### src/assert_macros.svh
// Assertion macros shared by the readback unit RTL.
// No dependencies; bodies are empty when SYNTHESIS is defined.
`ifndef ASSERT_MACROS_SVH
`define ASSERT_MACROS_SVH
`ifndef SYNTHESIS
`define ASSERT_IMPLIES(label, clk, rst, a, b) \
   label: assert property (@(posedge clk) disable iff (rst) (a) |-> (b)) else $error("label");
`define ASSERT_NEXT(label, clk, rst, a, b) \
   label: assert property (@(posedge clk) disable iff (rst) (a) |=> (b)) else $error("label");
`else
`define ASSERT_IMPLIES(label, clk, rst, a, b)
`define ASSERT_NEXT(label, clk, rst, a, b)
`endif
`endif

### src/spru_pkg.sv
// Package for the surface pixel readback unit: payload structs, command codes,
// sizes and the queue entry type. No dependencies.
package spru_pkg;
   localparam int SURFACE_COUNT = 4;
   localparam int CHUNK_PIXELS = 64;
   localparam int MAX_SURFACE_WIDTH = 256;
   localparam int MAX_SURFACE_HEIGHT = 256;
   localparam int SID_BITS = (SURFACE_COUNT > 1) ? $clog2(SURFACE_COUNT) : 1;
   localparam int CHUNK_BITS = (CHUNK_PIXELS > 1) ? $clog2(CHUNK_PIXELS) : 1;
   localparam int CW_BITS = $clog2(CHUNK_PIXELS + 1);
   localparam int MW_BITS = (MAX_SURFACE_WIDTH > 1) ? $clog2(MAX_SURFACE_WIDTH) : 1;
   localparam int MH_BITS = (MAX_SURFACE_HEIGHT > 1) ? $clog2(MAX_SURFACE_HEIGHT) : 1;
   localparam int SURF_ADDR_BITS = SID_BITS + MW_BITS + MH_BITS;
   localparam int CACHE_ADDR_BITS = SID_BITS + CHUNK_BITS;

   typedef enum logic [2:0] {
      KIND_BEGIN_FRAME = 3'd0,
      KIND_REGISTER = 3'd1,
      KIND_INVALIDATE = 3'd2,
      KIND_RESET_REGISTRY = 3'd3,
      KIND_RESOLVE = 3'd4,
      KIND_READ_PIXEL = 3'd5,
      KIND_LOAD_PIXEL = 3'd6,
      KIND_UNUSED = 3'd7
   } kind_type;

   localparam logic [1:0] FAULT_NONE = 2'd0;
   localparam logic [1:0] FAULT_MODE = 2'd1;
   localparam logic [1:0] FAULT_SURFACE = 2'd2;
   localparam logic [1:0] FAULT_BOUNDS = 2'd3;

   localparam logic CSR_FRAME_BUDGET = 1'b0;
   localparam logic CSR_MODE_CODE = 1'b1;

   typedef struct packed {
      logic [2:0] kind;
      logic [7:0] surface_id;
      logic [7:0] mode;
      logic [15:0] x;
      logic [15:0] y;
      logic [8:0] surface_width;
      logic [8:0] surface_height;
      logic [31:0] pixel_data;
   } req_type;

   typedef struct packed {
      logic ok;
      logic [31:0] read_word;
      logic [1:0] fault_code;
      logic [31:0] fault_detail;
      logic advance;
      logic [15:0] next_x;
      logic [16:0] next_y;
      logic status_ready;
      logic status_overflow;
   } rsp_type;

   // Classified item handed from the front part to the back part.
   typedef struct packed {
      kind_type kind;
      logic sid_valid;
      logic [SID_BITS-1:0] sid;
      logic [7:0] surface_id;
      logic [7:0] mode;
      logic [15:0] x;
      logic [15:0] y;
      logic [8:0] surface_width;
      logic in_bounds;
      logic load_ok;
      logic [31:0] pixel_data;
   } entry_type;

   typedef enum logic [2:0] {
      ST_IDLE,
      ST_FILL_RD,
      ST_FILL_WR,
      ST_HIT_RD,
      ST_HIT_DONE
   } back_state_type;
endpackage

### src/spru_front.sv
// Front part: accepts command items and classifies them into queue entries.
// Depends on spru_pkg.
module spru_front (
   input logic start,
   input spru_pkg::req_type req_item,
   input logic q_full,
   output logic busy,
   output logic q_push,
   output spru_pkg::entry_type q_entry
);
   spru_pkg::entry_type e;

   assign busy = q_full;
   assign q_push = start && !q_full;

   always_comb begin
      e = '0;
      e.kind = spru_pkg::kind_type'(req_item.kind);
      e.sid_valid = {24'd0, req_item.surface_id} < spru_pkg::SURFACE_COUNT;
      e.sid = req_item.surface_id[spru_pkg::SID_BITS-1:0];
      e.surface_id = req_item.surface_id;
      e.mode = req_item.mode;
      e.x = req_item.x;
      e.y = req_item.y;
      e.surface_width = req_item.surface_width;
      e.in_bounds = ({7'd0, req_item.surface_width} > req_item.x)
         && ({7'd0, req_item.surface_height} > req_item.y);
      e.load_ok = e.sid_valid && ({16'd0, req_item.x} < 32'(spru_pkg::MAX_SURFACE_WIDTH))
         && ({16'd0, req_item.y} < 32'(spru_pkg::MAX_SURFACE_HEIGHT));
      e.pixel_data = req_item.pixel_data;
   end

   assign q_entry = e;
endmodule

### config.mk
export PLATFORM = sky130hd
export DESIGN_NAME = spru_front
export DESIGN_NICKNAME = d
export VERILOG_FILES = /design/src/assert_macros.svh /design/src/spru_pkg.sv /design/src/spru_front.sv
export SDC_FILE = /design/constraint.sdc
export NUM_CORES = 1
export LEC_CHECK = 0
export ABC_AREA = 1
export ABC_CLOCK_PERIOD_IN_PS = 3300
export BUFFER_PORTS_ARGS = -buffer_cell sky130_fd_sc_hd__buf_2
export CAP_MARGIN = 20
export CORE_AREA = 2 2 77 79
export DETAILED_ROUTE_END_ITERATION = 12
export DIE_AREA = 0 0 79 81
export PLACE_DENSITY = 0.69
export SYNTH_ARGS = -nofsm -noshare
export SYNTH_HDL_FRONTEND = slang
export SYNTH_SLANG_ARGS = --single-unit
### constraint.sdc
create_clock -name vclk -period 3.3
set_clock_uncertainty 0.2 [all_clocks]
set_input_delay 0.33 -clock vclk [all_inputs]
set_output_delay 0.33 -clock vclk [all_outputs]
set_load 0.1 [all_outputs]
**Word-level counts from Yosys, hierarchy flattened**

Cells that the tools add are included.

- Bits in registers: 0
- Logic and storage cells: 10
- Output and inout port bits: 99

- Reduce and logical (&&, ||, !) cells: 5
- Magnitude comparators: 5

Operators by type and width:

| operator | count |
|---|---|
| greater-than comparator 9 x 16 -> 1 bit | 2 |
| less-than comparator 16 x 9 -> 1 bit, second input constant | 2 |
| less-than comparator 8 x 3 -> 1 bit, second input constant | 1 |
| logical AND 1 bit | 4 |
| zero test 1 bit | 1 |

**Logic depth before layout (Yosys ltp)**

- Word-level depth: 3
- Mapped depth: 13

**Worst setup path after synthesis**

OpenSTA, ideal clock, no wires.

- Path type: in2out
- From: input req_item[94] in the netlist's numbering
- To: output q_entry[32] in the netlist's numbering
- Cell stages on the path: 5
- Slack: -0.352 ns
- Arrival time: 3.122 ns
- Cell sequence: nor2_1 > nand2_1 > nor3_2 > nand4_1 > nor3_2

RTL lines:

| what | RTL line | source |
|---|---|---|
| start: declaration | spru_front.sv:5 | `input spru_pkg::req_type req_item,` |
| end: declaration | spru_front.sv:9 | `output spru_pkg::entry_type q_entry` |

==> run summary <==
Psw: 0.000292 W
Final min period: 2.30 ns
final core utilization: 0.226
sequential element share of the synthesized area: 0
Finish-stage setup viols: 0
Synth Cell Area: 1340 µm²
Max Clk Rate: 434 MHz
post-cts sizing count: 0
post-synth top area cell: buf_4
via/cell ratio: 3.71
vias in the first global route: 903
GRT Util Overall: 0.0706
Crit. End Element: output pin
first-pass GRT wire length: 3730 µm
Reg area: 0 µm²
Placed Cells incl. Taps: 297
Seq pwr share: 0
Setup crit start kind: input pin
Die Width: 79 µm
RSZ-0062 raised after global routing: false
Post-CTS Setup Bufs: 0
critical path arrival: 1.77 ns
Routed WL: 2770 µm
DRC errors left: 0
Sw Share: 0.809
Clock power frac: 0
row count: 28
maximum number of pins on one net before global-route repair: 4
post-synth cell types: 14
Yosys warnings: 0
Leak Pwr: 0.866 nW
Final Cell Area: 1280 µm²
Final ANT Viol Nets: 0
largest cells by area after synthesis: buf_4, ha_1, inv_1, nand2_1, nor2_1
total die area: 6400 µm²
placed cell area: 1280 µm²
Worst EP required: 2.77 ns
pwr dens: 281 nW/µm²
TNS Setup: 0 ns
internal power: 0.0000689 W
core area: 5680 µm²
Final HPWL DP: 2620 µm
Crit Path Category: in2out
first drt pass iteration count: 2
Worst Hold Path Cells: 0
Overflow after GRT: 0
Hold Fails Final Rpt: 0
Max Slew Vio Count: 0
initial antenna violation count: 0
Layout Cells excl Fill: 297
Syn Area/Cell: 6.48 µm²
Post-CTS Hold Buffers: 0
FFs & Latches: 0
Max transition margin: 0.674
CP Max Fanout: 2
vias: 1103
# clk buffers: 0
worst vdd ir: 0.0783 mV
io pins: 202
Initial DRC Count: 8
Net Count, Synth: 328
Comb pwr share: 1.000
layout cells sized above 1: 0.514
outcome: complete, no violations
RePlAce Congestion: 0.601
final worst path period share: 0.698
Initial Util: 0.236
Worst-Margin Slew: 0.493 ns
area delta synth->final: -4.20%
I/O Buffers: 110
n_diodes: 0
Die H: 81 µm
share of the synthesized area in the top cell type: 0.532
Cells after Synth: 207
Hold Path Class: in2out
Final #Nets: 345
Max Cap Viol: 0
Avg WL per Cell: 9.32 µm
## power by group through the flow
| stage | combinational, W | sequential (W) | clock [W] |
|---|---|---|---|
| after global routing | 0.000383 | 0 | 0 |
| after floorplan | 0.000596 | 0 | 0 |
| after detailed placement | 0.000364 | 0 | 0 |
| after global placement | 0.000360 | 0 | 0 |
| final | 0.000361 | 0 | 0 |
| after CTS | 0.000364 | 0 | 0 |
## critical path: stages
cell and delay [ns]:
buf_2 0.08, inv_1 0.04, ha_1 0.29, nand2_1 0.07
nor2_1 0.15, nand2_1 0.07, nand2_1 0.05, nand2_1 0.04
nand2_1 0.07, nand2_1 0.05, nor2_1 0.09, buf_2 0.43
## routing by layer
metal  share of wire  vias up  GRT usage
met2            0.48       76      0.129
met4           0.059        0     0.0431
met5               0        -          0
met1            0.32      438     0.0696
met3            0.14       22     0.0233
li1                -      567          -
## per-stage QoR
stage	setup WS, ns	power, W	hold slack, ns
3_3_place_gp	0.989	0.000360	0.461
3_5_place_dp	0.966	0.000364	0.461
4_1_cts	0.962	0.000364	0.461
5_1_grt	0.838	0.000383	0.460
2_1_floorplan	0.417	0.000596	0.569
6_report	0.997	0.000361	0.460
## path summary, 6_finish.rpt
kind,from,end,slack [ns]
worst max-delay path,req_item[57],q_entry[33],1.0
worst min-delay path,req_item[10],q_entry[10],0.46
## cell usage after synthesis, drive strengths merged
library cell and number:
a21o 1, nor3b 1, ha 18, buf 95
nor2 18, inv 29, nor3 2, nand3 4
a21oi 6, nand3b 1, o21a 1, nand4 2
nand2 29
## final cells by class
| type | instances | area, µm² |
|---|---|---|
| Tap cell | 75 | 93.8 |
| Multi-Input combinational cell | 83 | 532 |
| Inverter | 29 | 109 |
| Timing Repair Buffer | 110 | 551 |
| Fill cell | 669 | 4390 |
## cell usage in the layout (no fill, tap or decap)
master    synthesis  final
buf_2             0    110
inv_1            29     29
nand2_1          29     29
ha_1             18     18
nor2_1           16     16
a21oi_1           6      6
nand3_1           4      4
nor3_4            0      2
nor2_2            2      2
nand4_1           2      2
nor3b_1           1      1
o21a_1            1      1
nand3b_1          1      1
a21o_1            1      1
## cells by family (layout without fill, tap and decap cells)
family	Yosys count	after routing	synth area share
buf+inv	124	139	0.613
simple gates	57	57	0.186
fa+ha+maj	18	18	0.168
compound gates	8	8	0.0336
Power figures use the tool's default switching activity.
