$ cat src/assert_macros.svh
// Assertion macros shared by the readback unit RTL.
// No dependencies; bodies are empty when SYNTHESIS is defined.
`ifndef ASSERT_MACROS_SVH
`define ASSERT_MACROS_SVH
`ifndef SYNTHESIS
`define ASSERT_IMPLIES(label, clk, rst, a, b) \
   label: assert property (@(posedge clk) disable iff (rst) (a) |-> (b)) else $error("label");
`define ASSERT_NEXT(label, clk, rst, a, b) \
   label: assert property (@(posedge clk) disable iff (rst) (a) |=> (b)) else $error("label");
`else
`define ASSERT_IMPLIES(label, clk, rst, a, b)
`define ASSERT_NEXT(label, clk, rst, a, b)
`endif
`endif

$ cat src/spru_pkg.sv
// Package for the surface pixel readback unit: payload structs, command codes,
// sizes and the queue entry type. No dependencies.
package spru_pkg;
   localparam int SURFACE_COUNT = 4;
   localparam int CHUNK_PIXELS = 64;
   localparam int MAX_SURFACE_WIDTH = 256;
   localparam int MAX_SURFACE_HEIGHT = 256;
   localparam int SID_BITS = (SURFACE_COUNT > 1) ? $clog2(SURFACE_COUNT) : 1;
   localparam int CHUNK_BITS = (CHUNK_PIXELS > 1) ? $clog2(CHUNK_PIXELS) : 1;
   localparam int CW_BITS = $clog2(CHUNK_PIXELS + 1);
   localparam int MW_BITS = (MAX_SURFACE_WIDTH > 1) ? $clog2(MAX_SURFACE_WIDTH) : 1;
   localparam int MH_BITS = (MAX_SURFACE_HEIGHT > 1) ? $clog2(MAX_SURFACE_HEIGHT) : 1;
   localparam int SURF_ADDR_BITS = SID_BITS + MW_BITS + MH_BITS;
   localparam int CACHE_ADDR_BITS = SID_BITS + CHUNK_BITS;

   typedef enum logic [2:0] {
      KIND_BEGIN_FRAME = 3'd0,
      KIND_REGISTER = 3'd1,
      KIND_INVALIDATE = 3'd2,
      KIND_RESET_REGISTRY = 3'd3,
      KIND_RESOLVE = 3'd4,
      KIND_READ_PIXEL = 3'd5,
      KIND_LOAD_PIXEL = 3'd6,
      KIND_UNUSED = 3'd7
   } kind_type;

   localparam logic [1:0] FAULT_NONE = 2'd0;
   localparam logic [1:0] FAULT_MODE = 2'd1;
   localparam logic [1:0] FAULT_SURFACE = 2'd2;
   localparam logic [1:0] FAULT_BOUNDS = 2'd3;

   localparam logic CSR_FRAME_BUDGET = 1'b0;
   localparam logic CSR_MODE_CODE = 1'b1;

   typedef struct packed {
      logic [2:0] kind;
      logic [7:0] surface_id;
      logic [7:0] mode;
      logic [15:0] x;
      logic [15:0] y;
      logic [8:0] surface_width;
      logic [8:0] surface_height;
      logic [31:0] pixel_data;
   } req_type;

   typedef struct packed {
      logic ok;
      logic [31:0] read_word;
      logic [1:0] fault_code;
      logic [31:0] fault_detail;
      logic advance;
      logic [15:0] next_x;
      logic [16:0] next_y;
      logic status_ready;
      logic status_overflow;
   } rsp_type;

   // Classified item handed from the front part to the back part.
   typedef struct packed {
      kind_type kind;
      logic sid_valid;
      logic [SID_BITS-1:0] sid;
      logic [7:0] surface_id;
      logic [7:0] mode;
      logic [15:0] x;
      logic [15:0] y;
      logic [8:0] surface_width;
      logic in_bounds;
      logic load_ok;
      logic [31:0] pixel_data;
   } entry_type;

   typedef enum logic [2:0] {
      ST_IDLE,
      ST_FILL_RD,
      ST_FILL_WR,
      ST_HIT_RD,
      ST_HIT_DONE
   } back_state_type;
endpackage

$ cat src/spru_queue.sv
// Two-entry queue between the front and back parts.
// Depends on spru_pkg.
module spru_queue (
   input logic clock,
   input logic reset,
   input logic push,
   input spru_pkg::entry_type push_entry,
   input logic pop,
   output logic full,
   output logic empty,
   output spru_pkg::entry_type head
);
   spru_pkg::entry_type slot_ff [2];
   logic wr_ptr_ff, wr_ptr_in, rd_ptr_ff, rd_ptr_in;
   logic [1:0] count_ff, count_in;

   assign full = count_ff == 2'd2;
   assign empty = count_ff == 2'd0;
   assign head = slot_ff[rd_ptr_ff];

   always_comb begin
      wr_ptr_in = wr_ptr_ff ^ push;
      rd_ptr_in = rd_ptr_ff ^ pop;
      count_in = count_ff + {1'b0, push} - {1'b0, pop};
   end

   always_ff @(posedge clock) begin
      if (reset) begin
         wr_ptr_ff <= 1'b0;
         rd_ptr_ff <= 1'b0;
         count_ff <= 2'd0;
      end else begin
         wr_ptr_ff <= wr_ptr_in;
         rd_ptr_ff <= rd_ptr_in;
         count_ff <= count_in;
      end
   end

   always_ff @(posedge clock) begin
      if (push) begin
         slot_ff[wr_ptr_ff] <= push_entry;
      end
   end
endmodule

$ cat config.mk
export PLATFORM = sky130hd
export DESIGN_NAME = spru_queue
export DESIGN_NICKNAME = d
export VERILOG_FILES = /design/src/assert_macros.svh /design/src/spru_pkg.sv /design/src/spru_queue.sv
export SDC_FILE = /design/constraint.sdc
export NUM_CORES = 1
export LEC_CHECK = 0
export ABC_AREA = 1
export BUFFER_PORTS_ARGS = -buffer_cell sky130_fd_sc_hd__buf_2
export CELL_PAD_IN_SITES_DETAIL_PLACEMENT = 0
export CELL_PAD_IN_SITES_GLOBAL_PLACEMENT = 1
export CORE_UTILIZATION = 44
export DETAILED_ROUTE_END_ITERATION = 16
export GPL_ROUTABILITY_DRIVEN = 0
export HOLD_SLACK_MARGIN = 0.05
export PLACE_DENSITY = 0.81
export REMOVE_ABC_BUFFERS = 1
export SKIP_CTS_REPAIR_TIMING = 1
export SYNTH_ARGS = -nofsm -noshare
export SYNTH_HDL_FRONTEND = slang
export SYNTH_SLANG_ARGS = --single-unit
$ cat constraint.sdc
create_clock -name clock -period 4.9 [get_ports clock]
set_clock_uncertainty 0.05 [all_clocks]
set_input_delay 0.98 -clock clock [delete_from_list [all_inputs] [get_ports clock]]
set_output_delay 0.98 -clock clock [all_outputs]
set_load 0.01 [all_outputs]
---- Word-level counts from Yosys, hierarchy flattened ----
Memories as Yosys holds them, arrays and structs flattened. A register that Yosys moved wholly into a read port is not among the register bits.
Index checks and enable logic that the tools add are counted.
storage, ports and cells
  output and inout bits ................... 99
  memories kept ........................... 1
  register bits ........................... 4
  bits of input ports ..................... 101
  logic and storage cells ................. 13
  RAM bits ................................ 194
operators by class
  $add $sub $neg .......................... 2
  equality and inequality tests ........... 1
  bitwise logic cells ..................... 2
  muxes and demuxes ....................... 3
  reduce and logical (&&, ||, !) cells .... 1
memory list
  memory   words  width  read ports  clocked after memory_dff  write ports  RTL line          source
  slot_ff  2      97     1           1                         1            spru_queue.sv:13  spru_pkg::entry_type slot_ff [2];
operator list
  operator                               count
  2-to-1 mux 1 bit                       3
  adder 2 x 1 -> 2 bit                   1
  == test 2 bit (second input constant)  1
  zero test 2 bit                        1
  subtractor 2 x 1 -> 2 bit              1
  bitwise XOR 1 bit                      2

---- Logic depth before layout (Yosys ltp) ----
  word-level depth ........................ 2
  mapped depth ............................ 9
  mapped depth without buffers ............ 9

---- Worst setup path before layout ----
Ideal clock, no wire load.
  path kind ............................... input to register
  start point ............................. in push
  end point ............................... mem slot_ff[0][0] (netlist name), enable pin
  required time ........................... 4.383 ns
  arrival ................................. 3.280 ns
  library setup time ...................... 0.467 ns
  path slack .............................. 1.103 ns
  stages on the path ...................... 1
  cell sequence ........................... ha_1
between the ends
  word-level cells in the longest chain between the ends .. 2
RTL lines
  item                                    RTL line          source
  from (decl)                             spru_queue.sv:6   input logic push,
  2-to-1 mux 1 bit                        spru_queue.sv:40  if (push) begin
  2-to-1 mux 1 bit (implied by the code)  spru_queue.sv:41  slot_ff[wr_ptr_ff] <= push_entry;
  to (decl)                               spru_queue.sv:13
No other way between the ends.

==> results.tsv <==
stage	metric	value	unit
status	status	finished, final reports clean	
sta	rsz0062_at_grt	false	
hold_path	hold_depth	3	
routing	routed_wl	12800	um
die	ios	200	
placement	dp.cells	737	
power	p_comb_share	10.7	%
placement	hpwl	8230	um
yosys	yosys_warnings	0	
yosys	avgSynthCellArea	22.1	um2
cells_and_area	drive_above_1_share	59.2	%
die	core_area	16000	um2
sta	tns	0	ns
sta	worst_pin_slew	1.16	ns
routing	wl_per_cell	16.7	um
power	power_density	409	nW/um2
worst_setup_path	criticalPathCategory	reg -> out	
routing	ant_nets	0	
power	leakage	3.44	nW
power	seqPwrFrac	54.4	%
die	start_util	45.5	%
routing	drt-initial-drc-count	205	
cells_and_area	final_cell_mix	199 x buf_2, 194 x edfxtp_1, 77 x mux2_2	
cells_and_area	mostFrequentLayoutCell	buf_2	
grt	grt-ovfl-total	0	
sta	maxSlewViolCount	0	
worst_setup_path	start_kind	flip-flop	
power	internal_power	0.00292	W
routing	routed_via_density	4.76	
clock_network	clock_path_buffers	2	
clock_network	clock-root-buffer	clkbuf_16	
worst_setup_path	r2r_slack	2.75	ns
cells_and_area	nFillCells	1294	
cells_and_area	syn_to_final_growth	24.7	%
hold_path	worstHoldStart	count_ff[1]	
die	fp.dieH	131	um
worst_setup_path	worstPathMaxFanout	63	
hold_path	holdPathEnd	count_ff[1]	
worst_setup_path	reg2reg_to	slot_ff[0][42]	
clock_network	cts_tree	yes	
grt	grt_pass1_vias	3782	
sta	max_slew_margin	22.6	%
cells_and_area	finalNetCount	645	
worst_setup_path	reg2regPathDepth	3	
grt	grt_pass1_wl	18800	um
grt	track_usage	15.1	%
yosys	syn_inst	329	
power	clkPwrFrac	34.9	%
die	die_w	131	um
yosys	ys_ff_latch	198	
placement	port_buffers	199	
grt	grt_max_degree	81	
clock_network	clock_latency	0.42	ns
yosys	yosysSeqAreaShare	81.1	%
power	ir_drop	0.000222	V
sta	hold_viol_final	0	
die	die_area	17100	um2
die	rows	46	
worst_setup_path	arrival	2.34	ns
sta	period_minus_slack	3.37	ns
worst_setup_path	cp-end-kind	primary output	
yosys	syn-cell-area	7280	um2
worst_setup_path	reg2reg_from	wr_ptr_ff	
routing	drt_pass1_iterations	6	
sta	fmax	0.297	GHz
power	switching_share	21.4	%
clock_network	cts_buffers	17	
hold_path	hold_class	reg -> reg	
clock_network	clk_pin_slew_worst_paths	0.07	ns
clock_network	cts_sinks	198	
sta	finalCritPeriodShare	68.7	%
run	maxCapViolations	0	
routing	routed-via-count	3660	
worst_setup_path	critical_path_required	3.87	ns
sta	setup_violations	0	
yosys	ys_types	13	
routing	drc	0	
power	p_sw	0.000796	W
cells_and_area	stdcell_count	769	
grt	antenna_found_initial	1	
clock_network	h-tree-depth	4	
[worst max-delay path: stages, from the launching register on]
cell and delay, ns:
dfxtp_4 0.94, buf_4 0.44, mux2_2 0.38, buf_2 0.14
[state kept, by name, indices dropped and copies added (netlist names)]
signal	cells
slot_ff	194
count_ff	2
rd_ptr_ff	1
wr_ptr_ff	1
[per-stage QoR]
step | utilization, % | total power (W) | setup WS [ns] | hold slack (ns) | instance area [um2]
after floorplan | - | 0.00229 | 0.652 | 0.469 | 7200
after global placement | 53.3 | 0.00245 | 1.96 | 0.504 | 8530
after detailed placement | 53.3 | 0.00246 | 1.92 | 0.527 | 8530
after CTS | 56.7 | 0.00377 | 1.45 | 0.540 | 9070
after global routing | 56.7 | 0.00386 | 1.37 | 0.603 | 9080
final | 56.7 | 0.00372 | 1.53 | 0.539 | 9080
[per-layer routing]
metal  GRT usage, %  up-vias  wire [um]
li1               -     1717          -
met1           17.2     1792       5200
met2           25.0      135       6390
met3           5.99       16        996
met4           7.44        0        219
met5              0        -          0
[synth_stat cells]
master	n	area [um2]
a21oi_1	1	5.00
buf_2	7	35.0
buf_6	4	45.0
dfxtp_1	4	80.1
edfxtp_1	194	5830
ha_1	4	50.1
inv_1	7	26.3
mux2_2	77	867
mux2_4	20	300
nand2_1	3	11.3
nand3_1	1	5.00
nor2_1	6	22.5
xnor2_1	1	8.76
[kinds of logic after synthesis]
group                    synth area share (%)
adder cells (fa/ha/maj)                 0.687
XOR/XNOR                                0.120
AND/OR/NAND/NOR                         0.533
AO/OA/AOI/OAI                          0.0687
buffers and inverters                    1.46
multiplexers                             16.0
flip-flops                               81.1
[how the worst max path moves through the flow]
stage / slack, ns / end / depth (start not counted) / start
2_1_floorplan: 0.65 / head[0] / 1 / rd_ptr_ff
4_1_cts: 1.45 / head[56] / 3 / rd_ptr_ff
6_report: 1.53 / head[21] / 3 / rd_ptr_ff
3_5_place_dp: 1.92 / head[56] / 3 / rd_ptr_ff
3_3_place_gp: 1.96 / head[54] / 3 / rd_ptr_ff
5_1_grt: 1.37 / head[42] / 3 / rd_ptr_ff
[cell type report]
cell class                      count  area, um2  share of cell area, %
Sequential cell                   198       5910                   65.1
Tap cell                          216        270                   2.98
Inverter                            7       26.3                  0.289
Clock inverter                     10        108                   1.19
Timing Repair Buffer              203       1030                   11.3
Antenna cell                        1       2.50                 0.0276
Clock buffer                       21        440                   4.85
Multi-Input combinational cell    113       1290                   14.3
[power by group through the flow]
stage               clock (W)  sequential [W]  combinational, W
floorplan                   0         0.00206          0.000229
global placement            0         0.00205          0.000395
detailed placement          0         0.00206          0.000403
CTS                   0.00133         0.00202          0.000406
global route          0.00139         0.00203          0.000433
finish                0.00130         0.00202          0.000397
(Power assumes the default switching activity.)
